**src/rtl/core/prf_pkg.sv**
```systemverilog
// shared types and constants of the page replacement block
// no dependencies; used by prf_cell and page_replacement_fifo_lru
package prf_pkg;

  localparam int FRAMES_LIMIT = 64;
  localparam int IDX_W        = 6;
  localparam int CNT_W        = IDX_W + 1;
  localparam int PAGE_W       = 8;
  localparam int FCNT_W       = 4;
  localparam int CFG_IDX_W    = 2;
  localparam int CFG_DATA_W   = 4;
  localparam int TOTAL_W      = 32;
  localparam int SLOT_W       = 3;

  localparam logic [CFG_IDX_W-1:0] CFG_FRAME_COUNT = 2'd0;
  localparam logic [CFG_IDX_W-1:0] CFG_POLICY      = 2'd1;

  localparam logic [FCNT_W-1:0] FRAME_COUNT_RST = 4'd3;

  localparam logic POL_FIFO = 1'b0;
  localparam logic POL_LRU  = 1'b1;

  // search word handed from cell to cell
  typedef struct packed {
    logic              tok;
    logic              hit;
    logic [IDX_W-1:0]  hit_idx;
    logic [IDX_W-1:0]  hit_rank;
    logic              free;
    logic [IDX_W-1:0]  free_idx;
    logic [IDX_W-1:0]  best_rank;
    logic [IDX_W-1:0]  best_idx;
    logic [PAGE_W-1:0] best_page;
    logic              tgt_valid;
    logic [IDX_W-1:0]  tgt_rank;
    logic [PAGE_W-1:0] tgt_page;
    logic [CNT_W-1:0]  vcnt;
  } carry_t;

  // update broadcast to every cell at the end of a sweep
  typedef struct packed {
    logic              en;
    logic              clear;
    logic [IDX_W-1:0]  slot;
    logic [PAGE_W-1:0] page;
    logic [CNT_W-1:0]  limit;
  } upd_t;

endpackage

```
**src/rtl/core/prf_cell.sv**
```systemverilog
// one frame cell: page, valid bit and recency rank, plus one stage of the search chain
// depends on prf_pkg
module prf_cell #(
  parameter int IDX = 0
) (
  input  logic                      clk_i,
  input  logic                      rst_ni,
  input  prf_pkg::carry_t           carry_i,
  input  logic [prf_pkg::PAGE_W-1:0] page_i,
  input  logic [prf_pkg::CNT_W-1:0] n_i,
  input  logic [prf_pkg::IDX_W-1:0] tgt_slot_i,
  input  prf_pkg::upd_t             upd_i,
  output prf_pkg::carry_t           carry_o
);

  localparam logic [prf_pkg::IDX_W-1:0] IdxC = prf_pkg::IDX_W'(IDX);
  localparam logic [prf_pkg::CNT_W-1:0] IdxN = prf_pkg::CNT_W'(IDX);

  logic                       valid_q;
  logic [prf_pkg::IDX_W-1:0]  rank_q;
  logic [prf_pkg::PAGE_W-1:0] page_q;
  logic                       tok_q;
  prf_pkg::carry_t            carry_d;
  prf_pkg::carry_t            carry_q;
  logic                       in_range;

  assign in_range = IdxN < n_i;

  always_comb begin
    carry_d = carry_i;
    if (in_range && valid_q && (page_q == page_i) && !carry_i.hit) begin
      carry_d.hit      = 1'b1;
      carry_d.hit_idx  = IdxC;
      carry_d.hit_rank = rank_q;
    end
    if (in_range && !valid_q && !carry_i.free) begin
      carry_d.free     = 1'b1;
      carry_d.free_idx = IdxC;
    end
    if (in_range && ((IdxC == '0) || (rank_q > carry_i.best_rank))) begin
      carry_d.best_rank = rank_q;
      carry_d.best_idx  = IdxC;
      carry_d.best_page = page_q;
    end
    if (IdxC == tgt_slot_i) begin
      carry_d.tgt_valid = valid_q;
      carry_d.tgt_rank  = rank_q;
      carry_d.tgt_page  = page_q;
    end
    carry_d.vcnt = carry_i.vcnt + prf_pkg::CNT_W'(valid_q);
  end

  always_ff @(posedge clk_i or negedge rst_ni) begin
    if (!rst_ni) begin
      tok_q <= 1'b0;
    end else begin
      tok_q <= carry_i.tok;
    end
  end

  always_ff @(posedge clk_i) begin
    if (carry_i.tok) begin
      carry_q <= carry_d;
    end
  end

  always_comb begin
    carry_o     = carry_q;
    carry_o.tok = tok_q;
  end

  always_ff @(posedge clk_i or negedge rst_ni) begin
    if (!rst_ni) begin
      valid_q <= 1'b0;
      rank_q  <= '0;
    end else if (upd_i.en) begin
      if (upd_i.clear) begin
        valid_q <= 1'b0;
        rank_q  <= '0;
      end else if (upd_i.slot == IdxC) begin
        valid_q <= 1'b1;
        rank_q  <= '0;
      end else if (valid_q && ({1'b0, rank_q} < upd_i.limit)) begin
        rank_q <= rank_q + 1'b1;
      end
    end
  end

  always_ff @(posedge clk_i) begin
    if (upd_i.en && (upd_i.slot == IdxC)) begin
      page_q <= upd_i.page;
    end
  end

endmodule

```
**src/rtl/core/page_replacement_fifo_lru.sv**
```systemverilog
// sweep: an accepted start launches a search token that passes the cell registers in order, then done_o is registered
// a new word is accepted only in ST_IDLE, once the search token of the last word has left the cell chain
// the receiver cannot stall: each result shows on done_o for one cycle
// reset: frames invalid, ranks, fill pointer and fault count zero, frame_count 3, policy FIFO
// holds the controller and the row of prf_cell frames; depends on prf_pkg and prf_cell
module page_replacement_fifo_lru #(
  parameter int MAX_FRAMES = 8
) (
  input  logic                           clk_i,
  input  logic                           rst_ni,
  input  logic                           start_i,
  output logic                           busy_o,
  input  logic [prf_pkg::PAGE_W-1:0]     page_i,
  input  logic                           last_ref_i,
  input  logic                           cfg_valid_i,
  output logic                           cfg_ready_o,
  input  logic [prf_pkg::CFG_IDX_W-1:0]  cfg_index_i,
  input  logic [prf_pkg::CFG_DATA_W-1:0] cfg_data_i,
  output logic                           done_o,
  output logic                           fault_o,
  output logic [prf_pkg::SLOT_W-1:0]     slot_o,
  output logic                           evicted_valid_o,
  output logic [prf_pkg::PAGE_W-1:0]     evicted_page_o,
  output logic [prf_pkg::TOTAL_W-1:0]    fault_total_o
);

  typedef enum logic {
    ST_IDLE,
    ST_SWEEP
  } state_e;

  state_e                       state_q;
  logic                         launch_q;
  logic [prf_pkg::FCNT_W-1:0]   frame_count_q;
  logic                         policy_q;
  logic [prf_pkg::PAGE_W-1:0]   item_page_q;
  logic                         item_last_q;
  logic [prf_pkg::IDX_W-1:0]    tgt_slot_q;
  logic [prf_pkg::CNT_W-1:0]    fp_q;
  logic [prf_pkg::TOTAL_W-1:0]  cnt_q;
  logic                         done_q;
  logic                         fault_q;
  logic [prf_pkg::SLOT_W-1:0]   slot_q;
  logic                         ev_valid_q;
  logic [prf_pkg::PAGE_W-1:0]   ev_page_q;
  logic [prf_pkg::TOTAL_W-1:0]  total_q;

  logic [prf_pkg::CNT_W-1:0]    n_w;
  logic [prf_pkg::CNT_W-1:0]    fp_eff;
  logic                         accept;
  prf_pkg::carry_t              chain [MAX_FRAMES+1];
  prf_pkg::carry_t              fin;
  prf_pkg::upd_t                upd;
  logic [prf_pkg::IDX_W-1:0]    slot_w;
  logic [prf_pkg::CNT_W-1:0]    limit_w;
  logic                         ev_w;
  logic [prf_pkg::PAGE_W-1:0]   evp_w;
  logic [prf_pkg::TOTAL_W-1:0]  cnt_d;
  logic [MAX_FRAMES-1:0]        tok_vec;

  assign accept      = start_i && (state_q == ST_IDLE);
  assign busy_o      = (state_q == ST_SWEEP);
  assign cfg_ready_o = 1'b1;

  always_comb begin
    if (frame_count_q == '0) begin
      n_w = prf_pkg::CNT_W'(1);
    end else if (32'(frame_count_q) > 32'(MAX_FRAMES)) begin
      n_w = prf_pkg::CNT_W'(MAX_FRAMES);
    end else begin
      n_w = prf_pkg::CNT_W'(frame_count_q);
    end
  end

  assign fp_eff = (fp_q >= n_w) ? '0 : fp_q;

  always_comb begin
    chain[0]     = '0;
    chain[0].tok = launch_q;
  end

  for (genvar g = 0; g < MAX_FRAMES; g++) begin : g_cell
    prf_cell #(
      .IDX(g)
    ) u_cell (
      .clk_i     (clk_i),
      .rst_ni    (rst_ni),
      .carry_i   (chain[g]),
      .page_i    (item_page_q),
      .n_i       (n_w),
      .tgt_slot_i(tgt_slot_q),
      .upd_i     (upd),
      .carry_o   (chain[g+1])
    );
    assign tok_vec[g] = chain[g+1].tok;
  end

  assign fin = chain[MAX_FRAMES];

  always_comb begin
    slot_w  = tgt_slot_q;
    limit_w = fin.vcnt;
    ev_w    = 1'b0;
    evp_w   = '0;
    if (fin.hit) begin
      slot_w  = fin.hit_idx;
      limit_w = {1'b0, fin.hit_rank};
    end else if (policy_q == prf_pkg::POL_LRU) begin
      if (fin.free) begin
        slot_w = fin.free_idx;
      end else begin
        slot_w  = fin.best_idx;
        limit_w = {1'b0, fin.best_rank};
        ev_w    = 1'b1;
        evp_w   = fin.best_page;
      end
    end else if (fin.tgt_valid) begin
      limit_w = {1'b0, fin.tgt_rank};
      ev_w    = 1'b1;
      evp_w   = fin.tgt_page;
    end
  end

  assign cnt_d = (!fin.hit && (cnt_q != '1)) ? cnt_q + 1'b1 : cnt_q;

  always_comb begin
    upd.en    = fin.tok;
    upd.clear = item_last_q;
    upd.slot  = slot_w;
    upd.page  = item_page_q;
    upd.limit = limit_w;
  end

  always_ff @(posedge clk_i or negedge rst_ni) begin
    if (!rst_ni) begin
      state_q       <= ST_IDLE;
      launch_q      <= 1'b0;
      frame_count_q <= prf_pkg::FRAME_COUNT_RST;
      policy_q      <= prf_pkg::POL_FIFO;
      item_page_q   <= '0;
      item_last_q   <= 1'b0;
      tgt_slot_q    <= '0;
      fp_q          <= '0;
      cnt_q         <= '0;
      done_q        <= 1'b0;
      fault_q       <= 1'b0;
      slot_q        <= '0;
      ev_valid_q    <= 1'b0;
      ev_page_q     <= '0;
      total_q       <= '0;
    end else begin
      launch_q <= accept;
      done_q   <= 1'b0;
      if (cfg_valid_i) begin
        unique case (cfg_index_i)
          prf_pkg::CFG_FRAME_COUNT: frame_count_q <= cfg_data_i;
          prf_pkg::CFG_POLICY:      policy_q      <= cfg_data_i[0];
          default: ;
        endcase
      end
      unique case (state_q)
        ST_IDLE: begin
          if (start_i) begin
            state_q     <= ST_SWEEP;
            item_page_q <= page_i;
            item_last_q <= last_ref_i;
            tgt_slot_q  <= prf_pkg::IDX_W'(fp_eff);
          end
        end
        ST_SWEEP: begin
          if (fin.tok) begin
            state_q    <= ST_IDLE;
            done_q     <= 1'b1;
            fault_q    <= !fin.hit;
            slot_q     <= slot_w[prf_pkg::SLOT_W-1:0];
            ev_valid_q <= ev_w;
            ev_page_q  <= evp_w;
            total_q    <= cnt_d;
            if (item_last_q) begin
              fp_q  <= '0;
              cnt_q <= '0;
            end else begin
              cnt_q <= cnt_d;
              if (!fin.hit && (policy_q == prf_pkg::POL_FIFO)) begin
                fp_q <= prf_pkg::CNT_W'(tgt_slot_q) + 1'b1;
              end
            end
          end
        end
        default: state_q <= ST_IDLE;
      endcase
    end
  end

  assign done_o          = done_q;
  assign fault_o         = fault_q;
  assign slot_o          = slot_q;
  assign evicted_valid_o = ev_valid_q;
  assign evicted_page_o  = ev_page_q;
  assign fault_total_o   = total_q;

  a_one_token: assert property (@(posedge clk_i) disable iff (!rst_ni)
    $onehot0(tok_vec))
    else $error("more than one search token in the cell chain");

  a_done_idle: assert property (@(posedge clk_i) disable iff (!rst_ni)
    done_o |-> !busy_o)
    else $error("result strobe while a sweep is still running");

  a_accept_busy: assert property (@(posedge clk_i) disable iff (!rst_ni)
    accept |=> busy_o)
    else $error("accepted word did not start a sweep");

  a_evict_fault: assert property (@(posedge clk_i) disable iff (!rst_ni)
    (done_o && evicted_valid_o) |-> fault_o)
    else $error("eviction reported without a fault");

endmodule
```
**config.mk**
```make
export PLATFORM = sky130hd
export DESIGN_NAME = page_replacement_fifo_lru
export DESIGN_NICKNAME = d
export VERILOG_FILES = /design/src/rtl/core/prf_pkg.sv /design/src/rtl/core/prf_cell.sv /design/src/rtl/core/page_replacement_fifo_lru.sv
export SDC_FILE = /design/constraint.sdc
export NUM_CORES = 1
export LEC_CHECK = 0
export BUFFER_PORTS_ARGS = -buffer_cell sky130_fd_sc_hd__buf_2
export CELL_PAD_IN_SITES_DETAIL_PLACEMENT = 0
export CELL_PAD_IN_SITES_GLOBAL_PLACEMENT = 1
export CORE_ASPECT_RATIO = 0.8
export CORE_UTILIZATION = 47
export DETAILED_ROUTE_END_ITERATION = 8
export PLACE_DENSITY_LB_ADDON = 0.15
export SYNTH_ARGS = -nofsm -noshare
export SYNTH_HDL_FRONTEND = slang
export SYNTH_SLANG_ARGS = --single-unit
```
**constraint.sdc**
```tcl
create_clock -name clk_i -period 6.25 [get_ports clk_i]
set_clock_uncertainty 0.15 [all_clocks]
set_input_delay 1.25 -clock clk_i [delete_from_list [all_inputs] [get_ports clk_i]]
set_output_delay 1.25 -clock clk_i [all_outputs]
set_load 0.05 [all_outputs]
```
==> run metrics <==
status=complete, no violations; Cell Area, Synth=29300 um2; relative slew slack=0.175; setup bufs post-CTS=0; CTS root buffer=clkbuf_16; Comb pwr share=0.148; Iter 0 DRT Violations=1523; Synth-to-Final Area Change=11.5%; minimum clock period=~3.8 ns; Hold Vio Cnt, Final=0; startpoint types=register; setup TNS=0 ns; worst slew pin tran=between 1 and 1.5 ns; Top FF cell, synth=edfxtp_1; dominant cells by area after synthesis=edfxtp_1 (46%), dfrtp_1 (14%), mux2_2 (8.4%); TritonCTS buffer count=around 60; Max-cap violations=0; vias in the first global route=between 15000 and 20000; Yosys cell types=79; P_int=about 7.4 mW; IO Count=67; sequential share of power=0.485; DP Wirelength=50.1 mm; die footprint=~63000 um2; Post-Synthesis Cells=2285; Psw=2.92 mW; core area=61400 um2; RSZ-0062 raised after global routing=false; H-tree depth=2; Post-Route WL=~70 mm; period utilization=0.606; Leakage Power=12.6 nW; fmax=~260 MHz; Slew Limit Fails=0; cts hold-fix bufs=0; Seq/Total Area, Yosys=0.603; Clock Latency Late Sink=approximately 0.64 ns; Synth Net Count=2416; synthesized flop and latch total=617; total track usage=0.226; Data arrival, critical path=4.15 ns; Crit. End Element=register; Setup CP Type=register to register; Port Buffer Count=65; DRT Pass-1 Iters=5; largest net degree at the start of global routing=between 100 and 150; most common cell after layout, fill and taps aside=edfxtp_1; CTS tree=yes; ys async rst share=0.277; Hold Crit Class=register to register; Synth warnings=0; DRC=0; Sink Count=617; CP Cell Sequence=buf_4 -> a211oi_1 -> a211oi_1 -> a21oi_1 -> buf_4 -> ha_1 -> nand3_1 -> a31oi_1 -> and3_1 -> a2111oi_4 -> nand4_1 -> a311o_1; initial antenna violation count=0; WL/cell=21.7 um; placed cell areas=30600 um2; # resized after CTS=0; WP buf/inv=2; Post-Layout Inst Area=32700 um2; Mean Syn Cell Area=between 10 and 15 um2; CP max FO=22; PD cells=315 nW/um2; most frequent cells in the layout=edfxtp_1 (446), mux2_2 (220), nand2_1 (216); vias per cell=roughly 5.6; Top delay family on crit path=compound AO/OA/AOI/OAI gates; Clock Path Buffers=3; RePlAce Congestion=0.874; Yosys top cell area share=0.457; post-synth top area cell=edfxtp_1; CP peak stage delay=0.69 ns; Filler Cells Inserted=5177; Max VDD drop=0.234 mV; remaining global-route overflow=0; final setup vio count=0; sw frac=0.283; first-pass GRT wire length=~110 mm; Detail Route Antenna Nets=0; share of post-route cells with drive strength above 1=0.197; starting density of the core=0.478; EDFF count, synth=446; cell row count=81; CP max stage cell=dfrtp_1; Clock power frac=0.367; die height=225 um; via count=18100; Die Wd=281 um; Req. time, crit path=6.62 ns; layout net count=2481; Worst-path clk slew=0.06 ns
==> registers in the layout (all words and copies together) (netlist names), 8 cells and up <==
signal and flops:
g_cell.u_cell.rank_q 48, evicted_page_o 8, g_cell.u_cell.valid_q 8, g_cell.u_cell.page_q 64
item_page_q 8, g_cell.u_cell.carry_o 382, cnt_q 32, g_cell.u_cell.tok_q 8
fault_total_o 32
==> worst reg2reg max path, delay by kind of cell, from the launching register on <==
family,cells,cell delay (ns)
AOI/OAI and AO/OA,6,1.37
DFF,1,0.69
buffers and inverters,2,0.59
and+or+nand+nor,3,0.54
adders and majority gates,1,0.32
==> worst paths after layout <==
kind / startpoint / end / slack, ns / cells past startpoint
worst min-delay path: fault_total_o[14] / fault_total_o[14] / 0.33 / 2
worst max-delay path: policy_q / g_cell[1].u_cell.rank_q[4] / 2.46 / 12
max in group asynchronous: rst_ni / g_cell[1].u_cell.tok_q / 4.15 / 2
worst min register to register: fault_total_o[14] / fault_total_o[14] / 0.33 / 2
worst max register to register: policy_q / g_cell[1].u_cell.rank_q[4] / 2.46 / 12
min in group asynchronous: rst_ni / fault_total_o[27] / 0.55 / 1
==> synthesized netlist by cell type (10+ instances only) <==
| library cell | instances |
|---|---|
| edfxtp_1 | 446 |
| mux2_2 | 220 |
| nand2_1 | 217 |
| dfrtp_1 | 169 |
| o21ai_0 | 131 |
| ha_1 | 112 |
| clkbuf_1 | 89 |
| nor2_1 | 88 |
| xnor2_1 | 75 |
| inv_1 | 66 |
| nand3_1 | 59 |
| a21oi_1 | 50 |
| nor2b_1 | 43 |
| mux2i_1 | 39 |
| and3_1 | 37 |
| nor3_1 | 36 |
| xor2_1 | 34 |
| nand2b_1 | 31 |
| o21a_1 | 31 |
| and2_1 | 25 |
| nand4_1 | 23 |
| or2_2 | 22 |
| a22o_1 | 19 |
| nor4_1 | 18 |
| a211oi_1 | 17 |
| o211ai_1 | 14 |
| a21o_1 | 13 |
| a311o_1 | 10 |
==> power groups by stage <==
stage               Clock (mW)  Sequential [mW]  Combinational (mW)
floorplan                    0             5.07               0.924
global placement             0             5.08                1.50
detailed placement           0             5.08                1.52
CTS                       3.87             5.00                1.53
global route              4.02             5.03                1.68
finish                    3.78             5.00                1.53
==> layout make-up <==
cell class | instances | area, um2 | area share
timing repair buffer | 107 | 649 | 0.0199
inverter | 68 | 255 | 0.00780
antenna | 1 | 2.50 | 0.0000765
clock inverter | 35 | 392 | 0.0120
multi-input combinational | 1495 | 11000 | 0.336
sequential | 617 | 17700 | 0.541
tap | 830 | 1040 | 0.0317
clock buffer | 81 | 1690 | 0.0517
==> per-stage QoR <==
step,hold slack (ns),instances,util,worst slack (ns),power [mW]
CTS,0.331,3233,0.533,2.43,10.4
detailed placement,0.317,3117,0.499,2.48,6.61
global route,0.349,3233,0.533,2.16,10.7
floorplan,0.295,2285,-,2.56,6.00
global placement,0.306,3117,0.499,2.54,6.58
finish,0.326,3234,0.533,2.46,10.3
==> kinds of logic (layout without fill, tap and decap cells) <==
kind of cell,count (synthesis),after routing,share of synthesized area
simple gates,655,655,0.114
flops,617,617,0.603
compound gates,358,358,0.0817
mux,260,260,0.0983
buf+inv,173,291,0.0230
fa+ha+maj,112,112,0.0478
xor+xnor,109,109,0.0325
other cells,1,2,0.000128
==> per-layer routing <==
| layer | track usage | part of all wire | vias up |
|---|---|---|---|
| met4 | 0.0698 | 0.027 | 0 |
| li1 | - | - | 8595 |
| met2 | 0.321 | 0.42 | 490 |
| met1 | 0.347 | 0.49 | 8880 |
| met5 | 0 | 0 | - |
| met3 | 0.0414 | 0.064 | 108 |
No activity file was read; power rests on OpenSTA's default activity.
